**config.mk**
```make
export PLATFORM = sky130hd
export DESIGN_NAME = rgb_color_fade
export DESIGN_NICKNAME = d
export VERILOG_FILES = /design/src/rtl/rcf_pkg.sv /design/src/rtl/rgb_color_fade.sv
export SDC_FILE = /design/constraint.sdc
export NUM_CORES = 1
export LEC_CHECK = 0
export BUFFER_PORTS_ARGS = -buffer_cell sky130_fd_sc_hd__buf_2
export CORE_UTILIZATION = 23
export DETAILED_ROUTE_END_ITERATION = 8
export MAX_ROUTING_LAYER = met4
export PLACE_DENSITY = 0.38
export SYNTH_ARGS = -nofsm -noshare
export SYNTH_HDL_FRONTEND = slang
export SYNTH_SLANG_ARGS = --single-unit
```
**constraint.sdc**
```tcl
create_clock -name clk -period 4.75 [get_ports clk]
set_clock_uncertainty 0.05 [all_clocks]
set_input_delay 0.475 -clock clk [delete_from_list [all_inputs] [get_ports clk]]
set_output_delay 0.475 -clock clk [all_outputs]
set_load 0.01 [all_outputs]
```
**src/rtl/rcf_pkg.sv**
```systemverilog
package rcf_pkg;

    // Sequencer states
    typedef enum logic [1:0] {
        ST_IDLE,
        ST_LOAD,
        ST_DIV,
        ST_FINISH
    } state_t;

    // Operation codes carried by func
    localparam logic FUNC_START   = 1'b0;
    localparam logic FUNC_ADVANCE = 1'b1;

    // Fixed-point layout: color in bits 14:7 of a 16-bit accumulator
    localparam int FIX_SHIFT = 7;
    localparam int ACC_W     = 16;
    localparam int COLOR_W   = 8;
    localparam int MAG_W     = 15;
    localparam int CH_NUM    = 3;

    // Channel indexes
    localparam logic [1:0] CH_RED   = 2'd0;
    localparam logic [1:0] CH_GREEN = 2'd1;
    localparam logic [1:0] CH_BLUE  = 2'd2;

    // Last bit index of the serial quotient
    localparam logic [3:0] DIV_LAST = 4'(MAG_W - 1);

endpackage

```
**src/rtl/rgb_color_fade.sv**
```systemverilog
// Linear RGB fade with one transaction in flight at a time. A start
// transaction (func = 0, steps > 0) loads the three 8.7 fixed-point
// accumulators and computes the three per-step deltas with one shared
// restoring divider, one quotient bit per cycle: for each channel a load
// state, then the quotient bits in the divide state, and after the last
// channel a finish state. A start with steps = 0 and an advance
// transaction (func = 1) go straight from idle to the finish state. The
// result sits in an output register, so the next transaction is taken
// while the previous result still waits for out_ready; the finish cycle
// holds until that register is free.
module rgb_color_fade (
    input  logic       clk,
    input  logic       rst_n,
    input  logic       in_valid,
    output logic       in_ready,
    input  logic       func,
    input  logic [7:0] start_red,
    input  logic [7:0] start_green,
    input  logic [7:0] start_blue,
    input  logic [7:0] stop_red,
    input  logic [7:0] stop_green,
    input  logic [7:0] stop_blue,
    input  logic [7:0] steps,
    output logic       out_valid,
    input  logic       out_ready,
    output logic [7:0] cur_red,
    output logic [7:0] cur_green,
    output logic [7:0] cur_blue,
    output logic       in_progress
);

    localparam int AW = rcf_pkg::ACC_W;
    localparam int CW = rcf_pkg::COLOR_W;
    localparam int MW = rcf_pkg::MAG_W;
    localparam int NC = rcf_pkg::CH_NUM;

    rcf_pkg::state_t state_reg, state_next;

    // Fade state
    logic [AW-1:0] acc_reg    [NC];
    logic [AW-1:0] acc_next   [NC];
    logic [AW-1:0] delta_reg  [NC];
    logic [AW-1:0] delta_next [NC];
    logic [CW-1:0] target_reg [NC];
    logic [CW-1:0] target_next[NC];
    logic [7:0]    steps_left_reg, steps_left_next;

    // Latched transaction
    logic          func_reg, func_next;
    logic [CW-1:0] start_reg  [NC];
    logic [CW-1:0] start_next [NC];
    logic [CW-1:0] stop_reg   [NC];
    logic [CW-1:0] stop_next  [NC];
    logic [7:0]    steps_reg, steps_next;

    // Divider
    logic [1:0]    ch_reg, ch_next;
    logic [3:0]    bit_reg, bit_next;
    logic [7:0]    rem_reg, rem_next;
    logic [MW-1:0] quo_reg, quo_next;
    logic          neg_reg, neg_next;

    // Output register
    logic          out_valid_reg, out_valid_next;
    logic [CW-1:0] cur_reg  [NC];
    logic [CW-1:0] cur_next [NC];
    logic          in_progress_reg, in_progress_next;

    // Combinational helpers
    logic [CW-1:0] sel_start, sel_stop;
    logic [AW-1:0] diff;
    logic [AW-1:0] mag;
    logic [8:0]    shifted;
    logic [9:0]    trial;
    logic          ge;
    logic [MW-1:0] quo_step;
    logic [AW-1:0] q_ext;
    logic          commit;

    assign in_ready    = (state_reg == rcf_pkg::ST_IDLE);
    assign out_valid   = out_valid_reg;
    assign cur_red     = cur_reg[rcf_pkg::CH_RED];
    assign cur_green   = cur_reg[rcf_pkg::CH_GREEN];
    assign cur_blue    = cur_reg[rcf_pkg::CH_BLUE];
    assign in_progress = in_progress_reg;

    // Signed channel difference in 8.7 and its magnitude
    always_comb
    begin
        sel_start = start_reg[ch_reg];
        sel_stop  = stop_reg[ch_reg];
        diff = {1'b0, sel_stop, 7'd0} - {1'b0, sel_start, 7'd0};
        mag  = diff[AW-1] ? AW'(16'd0 - diff) : diff;
    end

    // One restoring division step
    always_comb
    begin
        shifted  = {rem_reg, quo_reg[MW-1]};
        trial    = {1'b0, shifted} - {2'b00, steps_reg};
        ge       = ~trial[9];
        quo_step = {quo_reg[MW-2:0], ge};
        q_ext    = {1'b0, quo_step};
    end

    assign commit = (state_reg == rcf_pkg::ST_FINISH) && (!out_valid_reg || out_ready);

    // Next state and datapath
    always_comb
    begin
        state_next       = state_reg;
        acc_next         = acc_reg;
        delta_next       = delta_reg;
        target_next      = target_reg;
        steps_left_next  = steps_left_reg;
        func_next        = func_reg;
        start_next       = start_reg;
        stop_next        = stop_reg;
        steps_next       = steps_reg;
        ch_next          = ch_reg;
        bit_next         = bit_reg;
        rem_next         = rem_reg;
        quo_next         = quo_reg;
        neg_next         = neg_reg;
        cur_next         = cur_reg;
        in_progress_next = in_progress_reg;
        out_valid_next   = out_valid_reg && !out_ready;

        case (state_reg)
            rcf_pkg::ST_IDLE:
            begin
                if (in_valid)
                begin
                    func_next  = func;
                    start_next = '{start_red, start_green, start_blue};
                    stop_next  = '{stop_red, stop_green, stop_blue};
                    steps_next = steps;
                    ch_next    = rcf_pkg::CH_RED;
                    if (func == rcf_pkg::FUNC_START && steps != 8'd0)
                        state_next = rcf_pkg::ST_LOAD;
                    else
                        state_next = rcf_pkg::ST_FINISH;
                end
            end

            rcf_pkg::ST_LOAD:
            begin
                rem_next   = 8'd0;
                quo_next   = mag[MW-1:0];
                neg_next   = diff[AW-1];
                bit_next   = 4'd0;
                state_next = rcf_pkg::ST_DIV;
            end

            rcf_pkg::ST_DIV:
            begin
                rem_next = ge ? trial[7:0] : shifted[7:0];
                quo_next = quo_step;
                if (bit_reg == rcf_pkg::DIV_LAST)
                begin
                    delta_next[ch_reg] = neg_reg ? AW'(16'd0 - q_ext) : q_ext;
                    if (ch_reg == rcf_pkg::CH_BLUE)
                        state_next = rcf_pkg::ST_FINISH;
                    else
                    begin
                        ch_next    = ch_reg + 2'd1;
                        state_next = rcf_pkg::ST_LOAD;
                    end
                end
                else
                    bit_next = bit_reg + 4'd1;
            end

            rcf_pkg::ST_FINISH:
            begin
                if (commit)
                begin
                    if (func_reg == rcf_pkg::FUNC_START)
                    begin
                        // Load a new fade unless steps is zero
                        if (steps_reg != 8'd0)
                        begin
                            for (int c = 0; c < NC; c++)
                            begin
                                acc_next[c]    = {1'b0, start_reg[c], 7'd0};
                                target_next[c] = stop_reg[c];
                            end
                            steps_left_next  = steps_reg - 8'd1;
                            in_progress_next = 1'b1;
                        end
                        else
                            in_progress_next = 1'b0;
                    end
                    else if (steps_left_reg == 8'd0)
                    begin
                        // Snap to target
                        for (int c = 0; c < NC; c++)
                            acc_next[c] = {1'b0, target_reg[c], 7'd0};
                        in_progress_next = 1'b0;
                    end
                    else
                    begin
                        // Advance one step
                        for (int c = 0; c < NC; c++)
                            acc_next[c] = acc_reg[c] + delta_reg[c];
                        steps_left_next  = steps_left_reg - 8'd1;
                        in_progress_next = 1'b1;
                    end
                    for (int c = 0; c < NC; c++)
                        cur_next[c] = acc_next[c][rcf_pkg::FIX_SHIFT +: CW];
                    out_valid_next = 1'b1;
                    state_next     = rcf_pkg::ST_IDLE;
                end
            end

            default:
            begin
                state_next = rcf_pkg::ST_IDLE;
            end
        endcase
    end

    // State register
    always_ff @(posedge clk or negedge rst_n)
    begin
        if (!rst_n)
            state_reg <= rcf_pkg::ST_IDLE;
        else
            state_reg <= state_next;
    end

    // Fade state and output control
    always_ff @(posedge clk or negedge rst_n)
    begin
        if (!rst_n)
        begin
            for (int c = 0; c < NC; c++)
            begin
                acc_reg[c]    <= '0;
                delta_reg[c]  <= '0;
                target_reg[c] <= '0;
            end
            steps_left_reg  <= '0;
            out_valid_reg   <= 1'b0;
            ch_reg          <= rcf_pkg::CH_RED;
            bit_reg         <= '0;
        end
        else
        begin
            acc_reg         <= acc_next;
            delta_reg       <= delta_next;
            target_reg      <= target_next;
            steps_left_reg  <= steps_left_next;
            out_valid_reg   <= out_valid_next;
            ch_reg          <= ch_next;
            bit_reg         <= bit_next;
        end
    end

    // Payload registers
    always_ff @(posedge clk)
    begin
        func_reg        <= func_next;
        start_reg       <= start_next;
        stop_reg        <= stop_next;
        steps_reg       <= steps_next;
        rem_reg         <= rem_next;
        quo_reg         <= quo_next;
        neg_reg         <= neg_next;
        cur_reg         <= cur_next;
        in_progress_reg <= in_progress_next;
    end

    // Divider never runs past the last channel
    a_ch_range: assert property (@(posedge clk) disable iff (!rst_n)
        (state_reg == rcf_pkg::ST_DIV || state_reg == rcf_pkg::ST_LOAD) |-> ch_reg != 2'd3)
        else $error("channel index out of range");

    // Block is busy after taking a transaction
    a_busy: assert property (@(posedge clk) disable iff (!rst_n)
        (in_valid && in_ready) |=> !in_ready)
        else $error("ready after accept");

    // A started fade leaves steps minus one to go
    a_steps: assert property (@(posedge clk) disable iff (!rst_n)
        (commit && func_reg == rcf_pkg::FUNC_START && steps_reg != 8'd0)
        |=> (steps_left_reg == $past(steps_reg) - 8'd1) && in_progress_reg)
        else $error("steps left not loaded");

    // A finished advance reports done only with no steps left
    a_done: assert property (@(posedge clk) disable iff (!rst_n)
        (commit && func_reg == rcf_pkg::FUNC_ADVANCE)
        |=> out_valid_reg && (in_progress_reg || steps_left_reg == 8'd0))
        else $error("done reported with steps left");

endmodule

```
==> metrics.txt, run 1 <==
final core occ=28.4%; CP delay by family, top=compound AO/OA/AOI/OAI gates; Starting Density=23.5%; Yosys cell types=72; largest net degree at the start of global routing=54; syn_area_per_cell=10.4 um^2; Yosys reg bits=237; worst path arrival time=3.99 ns; Clock transition at path regs=0.07 ns; GPL Wtd Cong=0.851; worst IR drop on VDD=0.443 mV; gr ovfl total=0; Post-Synthesis Cells=1254; CP max FO=16; Worst path max stage delay=0.56 ns; most common cell after layout, fill and taps aside=nand2_1; PwrDens=630 nW/um^2; Placed Instance Area=14400 um^2; Setup TNS Final=0 ns; number of global-route vias before repair=9949; Post-Synthesis Cell Area=13000 um^2; full die area=57700 um^2; layout cell share with drive strength beyond 1=15.5%; most used cell, CP=o21ai_0; Achievable Freq=270 MHz; total global-route track usage=14.9%; Mapped Nets=1390; Worst Path Buf+Inv=2; CTS HTree Levels=1; post-layout min period=3.70 ns; row cnt=86; CTS sink count=237; Post-Layout Cell Count=2140; Seq/Total Area, Yosys=49.5%; Final Hold Viols=0; status=completed; Total Routed Length=41700 um; drt wl/cell=19.5 um; Slew Viols, Final=0; Crit-path slowest cell=dfrtp_1; Post-layout nets=1504; Clock Latency Late Sink=0.58 ns; Worst Setup Path Type=register to register; clock buffer depth=3; Total Power=9930 uW; fin crit share=78.0%; Ys Warns=0; core area=55500 um^2; Synth top area share=25.1%; cell taking the most area after synthesis=dfrtp_1; EDFF count, synth=106; unrepaired setup endpoints after global routing=false; vias post-DR=10100; Critical Path Source Type=register; fin area=15800 um^2; Residual DRC=0; root buf cell=clkbuf_16; MaxCap Viol Count=0; Top Ports=88; ys flop type=dfrtp_1; die width=240 um; Worst EP required=5.03 ns; I/O Buffers=87; dpl hpwl=30400 um; CTS buffer count=29; # resized after CTS=0; Area Overhead vs Synth=20.8%; CP endpoint kind=register; CTS tree=yes; post-synthesis async set-or-reset flop share=55.3%; antenna violations before repair=4; Setup-failing EPs final=0; Routed Antenna Nets=0; most frequent cells in the layout=nand2_1 (170), dfrtp_1 (131), o21ai_0 (123); 1st-iter DRT viols=649; dpl cells=2057; first-pass GRT wire length=62400 um; Pre-antenna DRT Iters=5; hold crit path type=input port to register; ranking of synthesized cells by area=dfrtp_1 (25%), edfxtp_1 (24%), ha_1 (6.7%); Slew @ Worst Pin=1.22 ns; slew margin rel.=18.5%; Lkg Pwr=0.00649 uW; Die Y=240 um; routed vias/inst=4.70; cells along the critical path=nor2_1, buf_4, nand2_1, o21ai_0, ha_1, inv_1, fa_1, a211oi_1, o21ai_0, a21o_1, a21oi_2, o41ai_1, xnor2_1, mux2_2
kinds of logic (layout without fill, tap and decap cells):
kind of cell | Yosys count | after routing | share of synthesized area (%)
other | 0 | 1 | 0
xor gates and xnor gates | 58 | 58 | 3.89
buffers and inverters | 89 | 226 | 2.69
adders and majority gates | 75 | 75 | 7.48
and+or+nand+nor | 362 | 362 | 12.6
muxes | 79 | 79 | 6.42
DFF | 237 | 237 | 49.5
AOI/OAI and AO/OA | 354 | 354 | 17.4
report_power, final:
| group | switching (uW) | internal [uW] | leakage [uW] |
|---|---|---|---|
| sequential | 519 | 2880 | 0.00271 |
| clock | 969 | 1610 | 0.000528 |
| combinational | 2420 | 1540 | 0.00326 |
synth_stat cells, types with 17 or more instances:
cell / number
nor2_1: 69
inv_1: 32
ha_1: 70
o21a_1: 17
mux2_2: 37
mux2i_1: 41
xor2_1: 23
nor3_1: 20
edfxtp_1: 106
clkbuf_1: 38
o21ai_0: 124
a21oi_1: 67
dfrtp_1: 131
nand2_1: 170
xnor2_1: 35
nand3_1: 26
stage by stage:
step	setup WS, ns	hold WS [ns]
CTS	1.07	0.000632
floorplan	0.881	0.129
global route	0.755	0.00671
detailed placement	1.10	0.427
global placement	1.15	0.418
finish	1.05	0.0225
path summary, 6_finish.rpt:
| check | startpoint | to | slack (ns) | depth (start not counted) |
|---|---|---|---|---|
| hold / removal | stop_green[2] | stop_reg[10]$_DFFE_PP_ | 0.02 | 1 |
| setup reg to reg | ch_reg[1]$_DFFE_PN0P_ | quo_reg[13]$_DFFE_PP_ | 1.05 | 14 |
| hold reg to reg | acc_reg[35]$_DFFE_PN0P_ | acc_reg[35]$_DFFE_PN0P_ | 0.43 | 2 |
| setup / recovery | ch_reg[1]$_DFFE_PN0P_ | quo_reg[13]$_DFFE_PP_ | 1.05 | 14 |
| max in group asynchronous | rst_n | acc_reg[12]$_DFFE_PN0P_ | 3.14 | 3 |
| min in group asynchronous | rst_n | delta_reg[0]$_DFFE_PN0P_ | 0.40 | 2 |
layout make-up:
cell class,count,area [um^2]
clock buffers,31,733
flip-flops and latches,237,6460
fillers,5873,39800
multi-input cells,928,6250
inverters,33,124
repair buffers,139,902
well taps,748,936
clock inverters,23,357
diodes,1,2.50
worst register-to-register path: cells and delay by family (launching register included):
family	cells	cell delay (ns)
buffers and inverters	2	0.28
AND/OR/NAND/NOR	2	0.26
flip-flops	1	0.56
AO/OA/AOI/OAI	6	1.26
adder cells (fa/ha/maj)	2	0.62
XOR/XNOR	1	0.16
multiplexers	1	0.27
layer usage:
metal	wire length, um	up-vias	share of wire, %	track usage, %
met3	1680	47	4.0	2.20
li1	-	4827	-	-
met4	810	0	1.9	3.18
met1	20400	4992	49	20.5
met5	0	-	0	-
met2	18800	188	45	23.2
timing repair:
action	4_1_cts	5_1_grt
buffers inserted	0	0
hold buffers	28	0
hold endpoints to repair	78	0
No activity file was read; power rests on OpenSTA's default activity.
==> run 2: changes to the inputs <==
--- a/config.mk
+++ b/config.mk
@@ -9,7 +9,7 @@
 export CORE_UTILIZATION = 23
 export DETAILED_ROUTE_END_ITERATION = 8
 export MAX_ROUTING_LAYER = met4
-export PLACE_DENSITY = 0.38
+export PLACE_DENSITY = 0.4
 export SYNTH_ARGS = -nofsm -noshare
 export SYNTH_HDL_FRONTEND = slang
 export SYNTH_SLANG_ARGS = --single-unit
==> constraint.sdc (replaced) <==
create_clock -name clk -period 3.35 [get_ports clk]
set_clock_uncertainty 0.05 [all_clocks]
set_input_delay 0.335 -clock clk [delete_from_list [all_inputs] [get_ports clk]]
set_output_delay 0.335 -clock clk [all_outputs]
set_load 0.01 [all_outputs]
==> metrics.txt, run 2 (synthesized netlist as in run 1, its figures left out) <==
status=completed (unchanged); WHS=0.323 ns (was 0.0225 ns); dpl cells=2096 (was 2057); clock buffer depth=3 (unchanged); Critical Path Source Type=register (unchanged); antenna violations before repair=2 (was 4); Setup-failing EPs final=0 (unchanged); MaxCap Viol Count=0 (unchanged); met1 wire length=21300 um (was 20400 um); core area=55500 um^2 (unchanged); gr ovfl total=0 (unchanged); Total Power=15000 uW (was 9930 uW); Residual DRC=0 (unchanged); 1st-iter DRT viols=570 (was 649); Pre-antenna DRT Iters=5 (unchanged); dpl hpwl=30800 um (was 30400 um); crit path to=quo_reg[14]$_DFFE_PP_ (was quo_reg[13]$_DFFE_PP_); Setup TNS Final=0 ns (unchanged); PwrDens=906 nW/um^2 (was 630 nW/um^2); Reg2Reg Setup Slack=0.15 ns (was 1.05 ns); Worst Setup SP=ch_reg[1]$_DFFE_PN0P_ (unchanged); GPL Wtd Cong=0.852 (was 0.851); post-layout min period=3.20 ns (was 3.70 ns); vias post-DR=10200 (was 10100); root buf cell=clkbuf_16 (unchanged); Lkg Pwr=0.00685 uW (was 0.00649 uW); worst path arrival time=3.47 ns (was 3.99 ns); reg2reg start=ch_reg[1]$_DFFE_PN0P_ (unchanged); Final Hold Viols=0 (unchanged); Top Ports=88 (unchanged); Clock transition at path regs=0.07 ns (about the same); Clock Latency Late Sink=0.56 ns (was 0.58 ns); CTS HTree Levels=1 (unchanged); drt wl/cell=18.9 um (was 19.5 um); Post-Layout Cell Count=2208 (was 2140); Starting Density=23.5% (unchanged); full die area=57700 um^2 (unchanged); # diodes=0 (was 1); CTS sink count=237 (unchanged); uppermost layer routed=met4 (unchanged); Post-layout nets=1574 (was 1504); Total Routed Length=41700 um (about the same); routed vias/inst=4.62 (was 4.70); CP endpoint kind=register (unchanged); DR WL met3=1930 um (was 1680 um); worst IR drop on VDD=0.481 mV (was 0.443 mV); number of global-route vias before repair=10400 (was 9949); total global-route track usage=15.2% (was 14.9%); die width=240 um (unchanged); Die Y=240 um (unchanged); Worst Setup Path Type=register to register (unchanged); Worst EP required=3.62 ns (was 5.03 ns); Slew @ Worst Pin=1.15 ns (was 1.22 ns); r2r worst-path depth=13 (was 14); Routed Antenna Nets=0 (unchanged); layout cell share with drive strength beyond 1=18.4% (was 15.5%); Fillers=5936 (was 5873); hold crit path type=input port to asynchronous set/reset pin (was input port to register); CTS tree=yes (unchanged); largest net degree at the start of global routing=60 (was 54); met2 WL post-DR=17600 um (was 18800 um); first-pass GRT wire length=64200 um (was 62400 um); fin area=16500 um^2 (was 15800 um^2); Placed Instance Area=14700 um^2 (was 14400 um^2); Achievable Freq=312 MHz (was 270 MHz); CP max FO=6 (was 16); slew margin rel.=22.9% (was 18.5%); I/O Buffers=87 (unchanged); fin crit share=95.7% (was 78.0%); CTS buffer count=28 (was 29); worst reg2reg endpoint=quo_reg[14]$_DFFE_PP_ (was quo_reg[13]$_DFFE_PP_); most common cell after layout, fill and taps aside=nand2_1 (unchanged); Area Overhead vs Synth=26.5% (was 20.8%); Slew Viols, Final=0 (unchanged); row cnt=86 (unchanged); most frequent cells in the layout=nand2_1 (170), dfrtp_1 (130), o21ai_0 (118) (was nand2_1 (170), dfrtp_1 (131), o21ai_0 (123))
run 2: repair_timing:
| item | in CTS | in global routing |
|---|---|---|
| endpoints found under the hold margin | 113 | 0 |
| pin swaps | 0 | 10 |
| hold buffers | 59 | 0 |
| buffers inserted | 0 | 1 |
| setup endpoints to repair | 1 | 18 |
| resized for setup | 1 | 21 |
run 2: worst max-delay path, stage by stage, from the launching register on:
cell	delay, ns
dfrtp_2	0.44
mux2i_1	0.21
nor2_1	0.06
a21oi_1	0.13
ha_2	0.20
inv_1	0.06
fa_2	0.40
a21o_1	0.18
a211oi_2	0.18
nor2_1	0.08
or2_4	0.24
o41ai_4	0.36
xnor2_1	0.11
mux2_2	0.26
run 2: stage by stage:
step,utilization [%],worst slack (ns)
4_1_cts,29.6,0.0765
5_1_grt,29.7,-0.0110
3_5_place_dp,26.5,0.00406
2_1_floorplan,-,-0.0231
3_3_place_gp,26.5,-0.00332
6_report,29.7,0.145
run 2: cell type report:
| cell class | count | area [um^2] | share of cell area (%) |
|---|---|---|---|
| multi-input combinational | 928 | 6340 | 38.4 |
| sequential | 237 | 6460 | 39.2 |
| inverter | 33 | 124 | 0.751 |
| tap | 748 | 936 | 5.67 |
| clock inverter | 22 | 373 | 2.26 |
| timing repair buffer | 210 | 1530 | 9.27 |
| clock buffer | 30 | 739 | 4.48 |
run 2: report_power, final:
group	internal, uW	leakage [uW]	switching [uW]
clock	2360	0.000527	1330
sequential	4080	0.00271	781
combinational	2730	0.00362	3670
run 2: how the worst min path moves through the flow:
stage	startpoint	depth (start not counted)	end	slack [ns]
floorplan	rst_n	0	acc_reg[0]$_DFFE_PN0P_	-0.01
global placement	rst_n	1	steps_left_reg[3]$_DFFE_PN0P_	0.35
detailed placement	rst_n	1	steps_left_reg[6]$_DFFE_PN0P_	0.37
CTS	rst_n	2	steps_left_reg[5]$_DFFE_PN0P_	0.35
global route	rst_n	2	steps_left_reg[5]$_DFFE_PN0P_	0.39
finish	rst_n	2	steps_left_reg[5]$_DFFE_PN0P_	0.32
run 2: metal layers:
| metal | up-vias | global-route usage [%] |
|---|---|---|
| li1 | 4984 | - |
| met1 | 4963 | 22.1 |
| met2 | 211 | 21.9 |
| met3 | 51 | 2.42 |
| met4 | 0 | 3.20 |
| met5 | - | - |
==> run 3: changes to the inputs <==
--- a/config.mk
+++ b/config.mk
@@ -6,10 +6,12 @@
 export NUM_CORES = 1
 export LEC_CHECK = 0
 export BUFFER_PORTS_ARGS = -buffer_cell sky130_fd_sc_hd__buf_2
+export CELL_PAD_IN_SITES_DETAIL_PLACEMENT = 0
+export CELL_PAD_IN_SITES_GLOBAL_PLACEMENT = 2
 export CORE_UTILIZATION = 23
 export DETAILED_ROUTE_END_ITERATION = 8
 export MAX_ROUTING_LAYER = met4
-export PLACE_DENSITY = 0.4
+export PLACE_DENSITY = 0.57
 export SYNTH_ARGS = -nofsm -noshare
 export SYNTH_HDL_FRONTEND = slang
 export SYNTH_SLANG_ARGS = --single-unit
==> metrics.txt, run 3 (synthesized netlist as in run 1, its figures left out) <==
Worst Setup Path Type=register to register (unchanged); Slew @ Worst Pin=1.06 ns (was 1.15 ns); reg2reg start=rem_reg[0]$_SDFFCE_PN0P_ (was ch_reg[1]$_DFFE_PN0P_); vias post-DR=10200 (about the same); CP max FO=3 (was 6); Placed Instance Area=14700 um^2 (about the same); largest net degree at the start of global routing=69 (was 60); dpl hpwl=31200 um (was 30800 um); total global-route track usage=15.5% (was 15.2%); Critical Path Source Type=register (unchanged); worst reg2reg endpoint=delta_reg[28]$_DFFE_PN0P_ (was quo_reg[14]$_DFFE_PP_); WHS=0.223 ns (was 0.323 ns); final core occ=29.4% (was 29.7%); clock buffer depth=3 (unchanged); core area=55500 um^2 (unchanged); CP endpoint kind=register (unchanged); Pre-antenna DRT Iters=5 (unchanged); most common cell after layout, fill and taps aside=nand2_1 (unchanged); layout cell share with drive strength beyond 1=17.6% (was 18.4%); number of global-route vias before repair=10300 (was 10400); routed vias/inst=4.64 (was 4.62); Total Power=14500 uW (was 15000 uW); CTS buffer count=29 (was 28); 1st-iter DRT viols=481 (was 570); Routed Antenna Nets=0 (unchanged); Slew Viols, Final=0 (unchanged); first-pass GRT wire length=65200 um (was 64200 um); full die area=57700 um^2 (unchanged); die width=240 um (unchanged); r2r worst-path depth=13 (unchanged); post-layout min period=3.15 ns (was 3.20 ns); CTS sink count=237 (unchanged); Achievable Freq=317 MHz (was 312 MHz); Die Y=240 um (unchanged); unrepaired setup endpoints after global routing=true; Post-Layout Cell Count=2205 (was 2208); Reg2Reg Setup Slack=0.20 ns (was 0.15 ns); slew margin rel.=28.8% (was 22.9%); Area Overhead vs Synth=24.9% (was 26.5%); dpl cells=2090 (was 2096); Clock Latency Late Sink=0.59 ns (was 0.56 ns); status=completed (unchanged); gr ovfl total=0 (unchanged); Setup-failing EPs final=0 (unchanged); Post-layout nets=1570 (was 1574); CTS tree=yes (unchanged); worst path arrival time=3.55 ns (was 3.47 ns); root buf cell=clkbuf_16 (unchanged); PwrDens=888 nW/um^2 (was 906 nW/um^2); Clock transition at path regs=0.06 ns (was 0.07 ns); CTS HTree Levels=1 (unchanged); Top Ports=88 (unchanged); Starting Density=23.5% (unchanged); Total Routed Length=42900 um (was 41700 um); Lkg Pwr=0.00676 uW (was 0.00685 uW); hold crit path type=input port to asynchronous set/reset pin (unchanged); worst IR drop on VDD=0.407 mV (was 0.481 mV); Final Hold Viols=0 (unchanged); fin area=16300 um^2 (was 16500 um^2); fin crit share=94.2% (was 95.7%); drt wl/cell=19.4 um (was 18.9 um); most frequent cells in the layout=nand2_1 (170), dfrtp_1 (130), o21ai_0 (119) (was nand2_1 (170), dfrtp_1 (130), o21ai_0 (118)); MaxCap Viol Count=0 (unchanged); row cnt=86 (unchanged); I/O Buffers=87 (unchanged); Worst EP required=3.75 ns (was 3.62 ns); GPL Wtd Cong=0.794 (was 0.852); Residual DRC=0 (unchanged); antenna violations before repair=1 (was 2)
run 3: changes by cell type in the layout (fill, tap and decap cells not counted), sizes merged:
cell,previous run,this run
clkbuf,30,40
bufinv,10,2
buf,151,146
clkinvlp,5,0
clkinv,7,10
diode,0,1
inv,33,34
run 3: worst max path at each step:
stage	start	end	cells past startpoint
global route	ch_reg[1]$_DFFE_PN0P_	quo_reg[14]$_DFFE_PP_	13
finish	rem_reg[0]$_SDFFCE_PN0P_	delta_reg[28]$_DFFE_PN0P_	13
detailed placement	ch_reg[1]$_DFFE_PN0P_	quo_reg[13]$_DFFE_PP_	11
CTS	ch_reg[1]$_DFFE_PN0P_	quo_reg[14]$_DFFE_PP_	11
floorplan	ch_reg[1]$_DFFE_PN0P_	quo_reg[14]$_DFFE_PP_	14
global placement	ch_reg[1]$_DFFE_PN0P_	quo_reg[14]$_DFFE_PP_	11
run 3: metrics by stage:
step	setup slack (ns)	setup TNS, ns
finish	0.196	0
global route	-0.0109	-0.0109
CTS	0.0110	0
detailed placement	-0.0735	-0.121
global placement	0.0197	0
floorplan	-0.0231	-0.0231
run 3: final cells by class:
| type | instances | area (um^2) |
|---|---|---|
| Fill cell | 5912 | 39200 |
| Sequential cell | 237 | 6460 |
| Multi-Input combinational cell | 928 | 6310 |
| Timing Repair Buffer | 205 | 1520 |
| Tap cell | 748 | 936 |
| Clock buffer | 40 | 828 |
| Clock inverter | 13 | 124 |
| Inverter | 33 | 124 |
| Antenna cell | 1 | 2.50 |
run 3: report_power, final:
| part | total [uW] | leakage (uW) | internal [uW] | switching [uW] |
|---|---|---|---|---|
| registers | 4810 | 0.00271 | 4090 | 727 |
| logic | 6460 | 0.00359 | 2730 | 3740 |
| clock network | 3200 | 0.000471 | 1870 | 1320 |
| total | 14500 | 0.00676 | 8690 | 5790 |
run 3: repair_timing:
action,in CTS,in global routing
hold endpoints to repair,97,0
pin swaps,0,9
gates resized for setup,3,15
endpoints found under the setup margin,3,9
buffers inserted,0,2
hold buffers,59,0
run 3: critical path, stage by stage (launching register included):
cell      delay, ns
edfxtp_1       0.41
ha_1           0.28
nor2b_1        0.14
o31a_1         0.26
o31a_1         0.28
o211a_4        0.24
or2_1          0.23
inv_2          0.06
ha_1           0.19
nand4b_1       0.17
o31ai_1        0.28
xor2_1         0.18
buf_4          0.17
o21ai_0        0.08
run 3: per-layer routing:
metal	track usage, %	vias up	share of wire (%)
met4	3.42	0	2.0
met5	-	-	0
met3	2.14	53	3.2
met1	21.2	5041	49
met2	24.3	173	46
li1	-	4959	-
